### src/hdl/rsmvp_pkg.sv
// Shared types, constants and reset tables for the rpm step map.
package rsmvp_pkg;

  localparam int STEP_COUNT = 11;
  localparam int SEL_W      = $clog2(STEP_COUNT);

  localparam int QDEPTH = 4;
  localparam int QPTR_W = $clog2(QDEPTH);
  localparam int QCNT_W = $clog2(QDEPTH + 1);

  localparam int ADDR_W = 4;

  localparam int RPM_RST_LO   = 3000;
  localparam int RPM_RST_SPAN = 3000;
  localparam int PCT_RST_SPAN = 100;

  localparam logic [9:0]  HYST_RST   = 10'd100;
  localparam logic [9:0]  MARGIN_RST = 10'd100;
  localparam logic [11:0] CLOSED_RST = 12'd1300;
  localparam logic [11:0] OPEN_RST   = 12'd2400;

  localparam int          MAG_W     = 20;
  localparam int          QUO_W     = 40;
  localparam int          DIV_SHIFT = 26;
  localparam int          Q_W       = QUO_W - DIV_SHIFT;
  localparam logic [MAG_W-1:0] DIV_MAGIC = 20'd671089;

  localparam logic [11:0] PULSE_MAX = 12'd4095;

  typedef enum logic {
    OP_LOAD   = 1'b0,
    OP_SAMPLE = 1'b1
  } op_t;

  typedef enum logic [1:0] {
    REG_HYST   = 2'd0,
    REG_MARGIN = 2'd1,
    REG_CLOSED = 2'd2,
    REG_OPEN   = 2'd3
  } reg_t;

  typedef struct packed {
    logic        is_load;
    logic [3:0]  idx;
    logic [15:0] rpm;
    logic [6:0]  pct;
  } q_item_t;

  typedef struct packed {
    logic [9:0]  hyst;
    logic [9:0]  margin;
    logic [11:0] closed_us;
    logic [11:0] open_us;
  } cfg_t;

  typedef logic [STEP_COUNT-1:0][15:0] thr_tab_t;
  typedef logic [STEP_COUNT-1:0][6:0]  pct_tab_t;

  function automatic thr_tab_t thr_rst_init();
    thr_tab_t t;
    for (int k = 0; k < STEP_COUNT; k++) begin
      t[k] = 16'(RPM_RST_LO + (k * RPM_RST_SPAN) / (STEP_COUNT - 1));
    end
    return t;
  endfunction

  function automatic pct_tab_t pct_rst_init();
    pct_tab_t t;
    for (int k = 0; k < STEP_COUNT; k++) begin
      t[k] = 7'((k * PCT_RST_SPAN) / (STEP_COUNT - 1));
    end
    return t;
  endfunction

  localparam thr_tab_t THR_RST = thr_rst_init();
  localparam pct_tab_t PCT_RST = pct_rst_init();

endpackage

### src/hdl/rsmvp_front.sv
// Front end: accept items, classify them and queue them for the back end.
module rsmvp_front (
  input  logic                clk,
  input  logic                rst_n,
  input  logic                push,
  output logic                full,
  input  logic                in_opcode,
  input  logic [3:0]          in_entry_index,
  input  logic [15:0]         in_entry_rpm,
  input  logic [6:0]          in_entry_percent,
  input  logic [15:0]         in_engine_rpm,
  input  logic                q_pop,
  output logic                q_empty,
  output rsmvp_pkg::q_item_t  q_item
);
  import rsmvp_pkg::*;

  q_item_t            q_mem_r [QDEPTH];
  logic [QPTR_W-1:0]  wr_ptr_r, wr_ptr_nxt;
  logic [QPTR_W-1:0]  rd_ptr_r, rd_ptr_nxt;
  logic [QCNT_W-1:0]  cnt_r, cnt_nxt;
  q_item_t            item_in;
  logic               keep;
  logic               wr;
  logic               rd;

  always_comb begin
    item_in.is_load = (op_t'(in_opcode) == OP_LOAD);
    item_in.idx     = in_entry_index;
    item_in.rpm     = item_in.is_load ? in_entry_rpm : in_engine_rpm;
    item_in.pct     = in_entry_percent;
  end

  // drop loads aimed past the table
  assign keep    = !item_in.is_load || (32'(in_entry_index) < STEP_COUNT);
  assign full    = (cnt_r == QCNT_W'(QDEPTH));
  assign q_empty = (cnt_r == '0);
  assign wr      = push && !full && keep;
  assign rd      = q_pop && !q_empty;
  assign q_item  = q_mem_r[rd_ptr_r];

  always_comb begin
    wr_ptr_nxt = wr ? wr_ptr_r + 1'b1 : wr_ptr_r;
    rd_ptr_nxt = rd ? rd_ptr_r + 1'b1 : rd_ptr_r;
    unique case ({wr, rd})
      2'b10:   cnt_nxt = cnt_r + 1'b1;
      2'b01:   cnt_nxt = cnt_r - 1'b1;
      default: cnt_nxt = cnt_r;
    endcase
  end

  always_ff @(posedge clk) begin
    if (wr) begin
      q_mem_r[wr_ptr_r] <= item_in;
    end
  end

  always_ff @(posedge clk) begin
    if (!rst_n) begin
      wr_ptr_r <= '0;
      rd_ptr_r <= '0;
      cnt_r    <= '0;
    end else begin
      wr_ptr_r <= wr_ptr_nxt;
      rd_ptr_r <= rd_ptr_nxt;
      cnt_r    <= cnt_nxt;
    end
  end

endmodule

### src/hdl/rsmvp_back.sv
// Back end: table store, band search sequencer, pulse interpolation and result register.
module rsmvp_back (
  input  logic                clk,
  input  logic                rst_n,
  input  rsmvp_pkg::cfg_t     cfg,
  input  logic                q_empty,
  input  rsmvp_pkg::q_item_t  q_item,
  output logic                q_pop,
  input  logic                pop,
  output logic                empty,
  output logic [3:0]          out_chosen_index,
  output logic [6:0]          out_open_percent,
  output logic [11:0]         out_pulse_width_us,
  output logic                out_falling
);
  import rsmvp_pkg::*;

  typedef enum logic [5:0] {
    ST_IDLE   = 6'b000001,
    ST_TOP    = 6'b000010,
    ST_SEARCH = 6'b000100,
    ST_APPLY  = 6'b001000,
    ST_DIV    = 6'b010000,
    ST_FIN    = 6'b100000
  } state_t;

  localparam logic [SEL_W-1:0] LAST = SEL_W'(STEP_COUNT - 1);

  state_t              state_r, state_nxt;
  logic [SEL_W-1:0]    k_r, k_nxt;
  logic [SEL_W-1:0]    sel_r, sel_nxt;
  logic [15:0]         speed_r, speed_nxt;
  logic [9:0]          off_r, off_nxt;
  logic [15:0]         prev_r, prev_nxt;
  logic                act_r, act_nxt;
  logic [6:0]          pct_r, pct_nxt;
  logic signed [20:0]  prod_r, prod_nxt;
  logic                neg_r, neg_nxt;
  logic [QUO_W-1:0]    quo_r, quo_nxt;

  logic [15:0]         thr_mem [STEP_COUNT];
  logic [6:0]          pct_mem [STEP_COUNT];
  logic [STEP_COUNT-1:0] vld_r;
  logic [SEL_W-1:0]    rd_addr;
  logic [SEL_W-1:0]    rd_addr_q_r;
  logic [15:0]         rd_thr_r;
  logic [6:0]          rd_pct_r;
  logic                rd_vld_r;
  logic                mem_we;
  logic [SEL_W-1:0]    wa;

  logic [15:0]         cur_thr;
  logic [6:0]          cur_pct;
  logic signed [17:0]  spd_s;
  logic signed [17:0]  top_lim;
  logic signed [17:0]  band_lim;
  logic                top_hit;
  logic                below;
  logic signed [12:0]  diff;
  logic signed [20:0]  mul_a;
  logic signed [20:0]  mul_b;
  logic [MAG_W-1:0]    mag;
  logic [Q_W-1:0]      quo;
  logic signed [14:0]  delta;
  logic signed [14:0]  pulse_sum;
  logic [11:0]         pulse_sat;

  logic                out_vld_r;
  logic                out_load;
  logic [3:0]          out_idx_r;
  logic [6:0]          out_pct_r;
  logic [11:0]         out_pulse_r;
  logic                out_fall_r;

  assign wa      = SEL_W'(q_item.idx);
  assign cur_thr = rd_vld_r ? rd_thr_r : THR_RST[rd_addr_q_r];
  assign cur_pct = rd_vld_r ? rd_pct_r : PCT_RST[rd_addr_q_r];

  assign spd_s    = $signed({2'b00, speed_r});
  assign top_lim  = $signed({2'b00, cur_thr}) - $signed({8'd0, cfg.margin});
  assign band_lim = $signed({2'b00, cur_thr}) - $signed({8'd0, off_r});
  assign top_hit  = (spd_s >= top_lim);
  assign below    = (spd_s < band_lim);

  assign diff  = $signed({1'b0, cfg.open_us}) - $signed({1'b0, cfg.closed_us});
  assign mul_a = $signed({14'd0, cur_pct});
  assign mul_b = $signed({{8{diff[12]}}, diff});
  assign mag   = prod_r[20] ? MAG_W'(-prod_r) : MAG_W'(prod_r);

  assign quo       = quo_r[QUO_W-1:DIV_SHIFT];
  assign delta     = neg_r ? (15'sd0 - $signed({1'b0, quo})) : $signed({1'b0, quo});
  assign pulse_sum = $signed({3'b000, cfg.closed_us}) + delta;

  always_comb begin
    priority if (pulse_sum < 15'sd0) begin
      pulse_sat = '0;
    end else if (pulse_sum > $signed({3'b000, PULSE_MAX})) begin
      pulse_sat = PULSE_MAX;
    end else begin
      pulse_sat = pulse_sum[11:0];
    end
  end

  always_comb begin
    state_nxt = state_r;
    k_nxt     = k_r;
    sel_nxt   = sel_r;
    speed_nxt = speed_r;
    off_nxt   = off_r;
    prev_nxt  = prev_r;
    act_nxt   = act_r;
    pct_nxt   = pct_r;
    prod_nxt  = prod_r;
    neg_nxt   = neg_r;
    quo_nxt   = quo_r;
    rd_addr   = sel_r;
    q_pop     = 1'b0;
    mem_we    = 1'b0;
    out_load  = 1'b0;
    unique case (state_r)
      ST_IDLE: begin
        if (!q_empty) begin
          q_pop = 1'b1;
          if (q_item.is_load) begin
            mem_we = 1'b1;
          end else begin
            speed_nxt = q_item.rpm;
            off_nxt   = act_r ? cfg.hyst : '0;
            rd_addr   = LAST;
            k_nxt     = SEL_W'(1);
            state_nxt = ST_TOP;
          end
        end
      end
      ST_TOP: begin
        if (top_hit) begin
          sel_nxt   = LAST;
          rd_addr   = LAST;
          state_nxt = ST_APPLY;
        end else begin
          rd_addr   = k_r;
          state_nxt = ST_SEARCH;
        end
      end
      ST_SEARCH: begin
        priority if (below) begin
          sel_nxt   = k_r - 1'b1;
          rd_addr   = k_r - 1'b1;
          state_nxt = ST_APPLY;
        end else if (k_r == LAST) begin
          sel_nxt   = '0;
          rd_addr   = '0;
          state_nxt = ST_APPLY;
        end else begin
          k_nxt   = k_r + 1'b1;
          rd_addr = k_r + 1'b1;
        end
      end
      ST_APPLY: begin
        priority if (cur_thr < prev_r) begin
          act_nxt = 1'b1;
        end else if (cur_thr > prev_r) begin
          act_nxt = 1'b0;
        end else begin
          act_nxt = act_r;
        end
        prev_nxt  = cur_thr;
        pct_nxt   = cur_pct;
        prod_nxt  = mul_a * mul_b;
        state_nxt = ST_DIV;
      end
      ST_DIV: begin
        neg_nxt   = prod_r[20];
        quo_nxt   = {{(QUO_W-MAG_W){1'b0}}, mag} * {{(QUO_W-MAG_W){1'b0}}, DIV_MAGIC};
        state_nxt = ST_FIN;
      end
      ST_FIN: begin
        if (!out_vld_r || pop) begin
          out_load  = 1'b1;
          state_nxt = ST_IDLE;
        end
      end
      default: begin
        state_nxt = ST_IDLE;
      end
    endcase
  end

  always_ff @(posedge clk) begin
    if (mem_we) begin
      thr_mem[wa] <= q_item.rpm;
      pct_mem[wa] <= q_item.pct;
    end
    rd_thr_r    <= thr_mem[rd_addr];
    rd_pct_r    <= pct_mem[rd_addr];
    rd_addr_q_r <= rd_addr;
  end

  always_ff @(posedge clk) begin
    k_r     <= k_nxt;
    sel_r   <= sel_nxt;
    speed_r <= speed_nxt;
    off_r   <= off_nxt;
    pct_r   <= pct_nxt;
    prod_r  <= prod_nxt;
    neg_r   <= neg_nxt;
    quo_r   <= quo_nxt;
    if (out_load) begin
      out_idx_r   <= 4'(sel_r);
      out_pct_r   <= pct_r;
      out_pulse_r <= pulse_sat;
      out_fall_r  <= act_r;
    end
  end

  always_ff @(posedge clk) begin
    if (!rst_n) begin
      state_r   <= ST_IDLE;
      vld_r     <= '0;
      rd_vld_r  <= 1'b0;
      prev_r    <= '0;
      act_r     <= 1'b0;
      out_vld_r <= 1'b0;
    end else begin
      state_r  <= state_nxt;
      rd_vld_r <= vld_r[rd_addr];
      prev_r   <= prev_nxt;
      act_r    <= act_nxt;
      if (mem_we) begin
        vld_r[wa] <= 1'b1;
      end
      if (out_load) begin
        out_vld_r <= 1'b1;
      end else if (pop) begin
        out_vld_r <= 1'b0;
      end
    end
  end

  assign empty              = !out_vld_r;
  assign out_chosen_index   = out_idx_r;
  assign out_open_percent   = out_pct_r;
  assign out_pulse_width_us = out_pulse_r;
  assign out_falling        = out_fall_r;

endmodule

### src/hdl/rpm_step_map_valve_position_top.sv
// Top level: configuration registers, front end and back end of the rpm step map.
// A load item is written to the table store as it is popped. A sample steps through TOP, SEARCH,
// APPLY, DIV and FIN; TOP skips the search when the top band is hit, else SEARCH reads the table
// one entry per cycle. A waiting result stalls the sequencer in FIN.
// Reset (synchronous, rst_n low) empties the queue and result, restores table and registers.
module rpm_step_map_valve_position_top (
  input  logic                         clk,
  input  logic                         rst_n,
  input  logic                         push,
  output logic                         full,
  input  logic                         in_opcode,
  input  logic [3:0]                   in_entry_index,
  input  logic [15:0]                  in_entry_rpm,
  input  logic [6:0]                   in_entry_percent,
  input  logic [15:0]                  in_engine_rpm,
  output logic                         empty,
  input  logic                         pop,
  output logic [3:0]                   out_chosen_index,
  output logic [6:0]                   out_open_percent,
  output logic [11:0]                  out_pulse_width_us,
  output logic                         out_falling,
  input  logic                         psel,
  input  logic                         penable,
  input  logic                         pwrite,
  input  logic [rsmvp_pkg::ADDR_W-1:0] paddr,
  input  logic [31:0]                  pwdata,
  output logic [31:0]                  prdata,
  output logic                         pready
);
  import rsmvp_pkg::*;

  cfg_t     cfg_r, cfg_nxt;
  reg_t     reg_sel;
  logic     cfg_we;
  logic     q_pop;
  logic     q_empty;
  q_item_t  q_item;

  assign pready  = 1'b1;
  assign reg_sel = reg_t'(paddr[3:2]);
  assign cfg_we  = psel && penable && pwrite && pready;

  always_comb begin
    cfg_nxt = cfg_r;
    if (cfg_we) begin
      unique case (reg_sel)
        REG_HYST:   cfg_nxt.hyst      = pwdata[9:0];
        REG_MARGIN: cfg_nxt.margin    = pwdata[9:0];
        REG_CLOSED: cfg_nxt.closed_us = pwdata[11:0];
        REG_OPEN:   cfg_nxt.open_us   = pwdata[11:0];
        default:    cfg_nxt = cfg_r;
      endcase
    end
  end

  always_comb begin
    unique case (reg_sel)
      REG_HYST:   prdata = {22'd0, cfg_r.hyst};
      REG_MARGIN: prdata = {22'd0, cfg_r.margin};
      REG_CLOSED: prdata = {20'd0, cfg_r.closed_us};
      REG_OPEN:   prdata = {20'd0, cfg_r.open_us};
      default:    prdata = '0;
    endcase
  end

  always_ff @(posedge clk) begin
    if (!rst_n) begin
      cfg_r.hyst      <= HYST_RST;
      cfg_r.margin    <= MARGIN_RST;
      cfg_r.closed_us <= CLOSED_RST;
      cfg_r.open_us   <= OPEN_RST;
    end else begin
      cfg_r <= cfg_nxt;
    end
  end

  rsmvp_front u_front (
    .clk              (clk),
    .rst_n            (rst_n),
    .push             (push),
    .full             (full),
    .in_opcode        (in_opcode),
    .in_entry_index   (in_entry_index),
    .in_entry_rpm     (in_entry_rpm),
    .in_entry_percent (in_entry_percent),
    .in_engine_rpm    (in_engine_rpm),
    .q_pop            (q_pop),
    .q_empty          (q_empty),
    .q_item           (q_item)
  );

  rsmvp_back u_back (
    .clk                (clk),
    .rst_n              (rst_n),
    .cfg                (cfg_r),
    .q_empty            (q_empty),
    .q_item             (q_item),
    .q_pop              (q_pop),
    .pop                (pop),
    .empty              (empty),
    .out_chosen_index   (out_chosen_index),
    .out_open_percent   (out_open_percent),
    .out_pulse_width_us (out_pulse_width_us),
    .out_falling        (out_falling)
  );

endmodule

### config.mk
export PLATFORM = sky130hd
export DESIGN_NAME = rpm_step_map_valve_position_top
export DESIGN_NICKNAME = d
export VERILOG_FILES = /design/src/hdl/rsmvp_pkg.sv /design/src/hdl/rsmvp_front.sv /design/src/hdl/rsmvp_back.sv /design/src/hdl/rpm_step_map_valve_position_top.sv
export SDC_FILE = /design/constraint.sdc
export NUM_CORES = 1
export LEC_CHECK = 0
export ABC_AREA = 1
export BUFFER_PORTS_ARGS = -buffer_cell sky130_fd_sc_hd__buf_2
export CORE_ASPECT_RATIO = 1.25
export CORE_UTILIZATION = 28
export CTS_CLUSTER_SIZE = 25
export DETAILED_ROUTE_END_ITERATION = 10
export PLACE_DENSITY_LB_ADDON = 0.25
export SLEW_MARGIN = 15
export SYNTH_ARGS = -nofsm -noshare
export SYNTH_HDL_FRONTEND = slang
export SYNTH_HIERARCHICAL = 1
export SYNTH_SLANG_ARGS = --single-unit
### constraint.sdc
create_clock -name clk -period 9.3 [get_ports clk]
set_input_delay 1.86 -clock clk [delete_from_list [all_inputs] [get_ports clk]]
set_output_delay 1.86 -clock clk [all_outputs]
set_load 0.05 [all_outputs]
==> results.txt <==
* Power per cell area: slightly above 300 mW/mm^2
* CTS-repair resized insts: 0
- Counting instances in the post-synthesis netlist gives the leading cell types as sky130_fd_sc_hd__inv_1, sky130_fd_sc_hd__nand2_1, sky130_fd_sc_hd__edfxtp_1.
- Clock-pin slew was measured on the worst setup and hold paths at ~0.06 ns.
* DP Cell Count: about 5,900
- Routed Antenna Nets: 0
- Async set-or-reset flop fraction in the synthesized netlist: 0
- By instance count, the leading cell after synthesis is sky130_fd_sc_hd__inv_1.
* Final HPWL DP: a little over 70,000 um
* Final setup fails: 0
- Max Cap Violations: 0
- Largest clock skew in the final design: roughly 0.052 ns
- Detailed routing inserted a total of about 27,000 vias.
- Post-CTS Setup Inserts: 0
- WS Path Type: flip-flop to flip-flop
- Cell count along the critical path: 30
- The worst register-to-register path has a depth of 30.
- Along the worst path, the maximum fanout reaches 8.
* Leading cell types by total area after synthesis: sky130_fd_sc_hd__edfxtp_1, sky130_fd_sc_hd__ha_1, sky130_fd_sc_hd__fa_1
- Peak VDD IR: 0.241 mV
- Met1 track utilization from global routing: 0.171
- Yosys mapped a number of flops with a built-in enable equal to 466.
* Die extent in y: around 420 um
* Critical path required time: ~9.7 ns
* Count of yosys warnings during synthesis: 6
- Layout cell share with drive strength beyond 1: 0.0788
- The final layout contains around 4,800 nets.
- Among all flip-flop cells after synthesis, the most frequent one is sky130_fd_sc_hd__edfxtp_1.
- The first detailed-routing pass took 5 iterations.
- Cell chosen for the clock root: sky130_fd_sc_hd__clkbuf_16
- The flow ran to the end, and the final reports show no timing, DRC or antenna violations.
* Via count of the first global-routing pass: 27,100
* Pins over their slew limit: 0
- Capturing element of the worst setup path: u_back/quo_r[34]
* Overall fraction of global-route tracks in use: 0.140
- Count of buffering cells on the critical path with inverters included: 7
- Global-route wire length before repair: between 150,000 and 200,000 um
* CTS tree: built
- The worst register-to-register path has a setup slack of approximately 1.2 ns.
- In the routed design, unresolved DRC markers number 0.
- Worst R2R Start: u_back/prod_r[0]
- Synthesis produced between 4,000 and 5,000 cells.
- Entering global routing, the biggest net connects approximately 110 pins.
* Top-area cell type share of the netlist area: 0.362
* Worst Setup Start Kind: flip-flop
* Synthesized flop and latch total: just under 600
* Initial core utilization: 0.282
- The clock reaches the later pin of the worst-skew pair after around 0.65 ns.
- Total overflow reported by the global router: 0
* Slew at the pin with the worst max-slew slack: 1.23 ns
* Register area share after synthesis: 0.428
- Counting along the longest clock path gives a buffer depth of 3.
* Antenna diodes: 0
- sky130_fd_sc_hd__edfxtp_1 takes more of the synthesized area than any other cell.
* Crit path max-delay family: adder cells
* Reported leakage power: between 15 and 20 nW
* Fmax achieved: 123 MHz
* Post-Syn Area per Cell: around 9.6 sq um
- The worst setup path is captured at a flip-flop.
- The tightest hold path in the finished design has a slack of 0.456 ns.
- Hold repair after CTS inserted 0 buffers.
- By instance count, the cell type seen most on the critical path is sky130_fd_sc_hd__inv_1.
- In this run the standard cell core region covers ~0.14 sq mm.
- The tightest min-delay check is of the flip-flop to flip-flop type.
* DIE WIDTH: roughly 330 um
* Setup repair after global routing missed its margin: no
- Measured against its own limit, the worst slew margin works out to 0.179.
- Wires add up to 97,000 um.
- Footprint of the multi-input gates: 0.0187 sq mm
- The number of clock buffers added by TritonCTS is slightly above 70.
* Hold violation total from the final report: 0
* Clock Sink Count: approximately 590
* Count of different cell masters after synthesis: 59
* IO buf count: 102
- Total number of H-tree levels: 3
- In this run the most used layer during global routing was met2.
- In the final timing run, aggregate negative setup slack is 0 ns.
- Number of antenna violations at the first check in global routing: 2
- Met2 Track Usage GR: 0.253
- In this run the core area contains roughly 150 standard-cell rows.
- Average detailed-routed wire length per instance: 16.0 um
- The endpoint identified for the worst register-to-register timing path is u_back/quo_r[34].
- Global placer's final weighted congestion: around 0.86
- Number of placed I/O pins: between 100 and 150
- On the worst path, the slowest cell contributes a delay of roughly 0.66 ns.
- Die area: 0.140 sq mm
* Highest-delay cell along the critical path: sky130_fd_sc_hd__fa_1
- Origin of the worst setup path: u_back/prod_r[0]
- Area added between synthesis and finish: 12.5%
* Fillcell total: roughly 14,000
* Fin crit period: ~8.1 ns
- In this run the cell area of the synthesized design comes to around 0.039 sq mm.
* DR iter-0 viols: about 1,400
- Vias per std cell: 4.41
- Final Instance Count excl. Fillers: 6,076
* Final worst-path cycle share: 0.875
- Sequential cell area in the final layout: 0.0166 sq mm
- Met3 usage: 0.0186
- CP Data Arrival Time: between 8 and 9 ns
placed cells by master (no fill, tap or decap), drive strengths merged, types with 16 or more instances in the layout:
cell and instances:
nand3 162, ha 363, xnor2 40, xor2 81, nor2 408, edfxtp 466, nor3 27, nand2 688
o22ai 28, inv 738, o21ai 218, nand4 27, clkinv 22, a31oi 16, conb 21, a21oi 173
o211ai 61, fa 215, or2 19, dfxtp 128, clkbuf 109, buf 153
cell type report:
| type | instances | area share |
|---|---|---|
| multi-input cells | 2610 | 0.430 |
| flip-flops and latches | 594 | 0.380 |
| inverters | 739 | 0.0638 |
| well taps | 1848 | 0.0531 |
| clock buffers | 108 | 0.0461 |
| repair buffers | 154 | 0.0207 |
| clock inverters | 23 | 0.00566 |
worst register-to-register path: cells and delay by family (launching register included):
family	cells	cell delay [ns]
compound gates	6	1.24
xor+xnor	2	0.66
fa+ha+maj	7	3.53
buf+inv	7	0.73
flops	1	0.54
simple gates	8	1.14
report_power, final:
part / total [W] / leakage, nW / internal [W] / switching (W)
Combinational: 0.00705 / 12.9 / 0.00236 / 0.00470
Clock: 0.00266 / 1.09 / 0.00154 / 0.00112
Sequential: 0.00361 / 5.27 / 0.00351 / 0.000102
through the flow:
step / setup slack (ns) / utilization / area [sq um] / total power [W]
after global placement: 1.11 / 0.301 / 41300 / 0.0108
after CTS: 1.04 / 0.317 / 43500 / 0.0136
after detailed placement: 1.14 / 0.301 / 41300 / 0.0108
after floorplan: 2.02 / - / 38800 / 0.00888
after global routing: 0.523 / 0.317 / 43500 / 0.0146
final: 1.16 / 0.317 / 43500 / 0.0133
registers in the layout (all words and copies together), names as in the netlist, 2 cells and up, named ones only:
register	flops
u_back/thr_mem	176
u_front/q_mem_r	112
u_back/pct_mem	77
cfg_r	44
u_back/prod_r	21
u_back/prev_r	16
u_back/rd_thr_r	16
u_back/speed_r	16
u_back/quo_r	14
u_back/out_pulse_width_us	12
u_back/vld_r	11
u_back/off_r	10
u_back/out_open_percent	7
u_back/pct_r	7
u_back/rd_pct_r	7
u_back/state_r	6
u_back/k_r	4
u_back/out_chosen_index	4
u_back/sel_r	4
u_front/cnt_r	3
u_front/rd_ptr_r	2
u_front/wr_ptr_r	2
layer usage:
layer,up-vias,share of wire
met5,-,0.00032
met4,4,0.029
met3,135,0.033
met2,403,0.51
met1,12900,0.43
li1,13400,-
how the worst min path moves through the flow:
stage	from	end	slack, ns	cells after the start
floorplan	u_back/pct_r[0]	u_back/out_open_percent[0]	0.40	0
global placement	u_front/cnt_r[0]	u_front/cnt_r[0]	0.44	1
detailed placement	u_front/cnt_r[0]	u_front/cnt_r[0]	0.45	1
CTS	u_front/cnt_r[0]	u_front/cnt_r[0]	0.46	1
global route	u_back/prev_r[1]	u_back/prev_r[1]	0.48	2
finish	u_front/cnt_r[0]	u_front/cnt_r[0]	0.46	1
logic make-up after synthesis:
logic type                 Yosys count  synth area share
AOI/OAI and AO/OA                  542            0.0793
and+or+nand+nor                   1348             0.145
adders and majority gates          578             0.229
DFF                                594             0.428
xor gates and xnor gates           121            0.0274
buffers and inverters              863            0.0919
other                                2          0.000194
No activity file was read; power rests on OpenSTA's default activity.
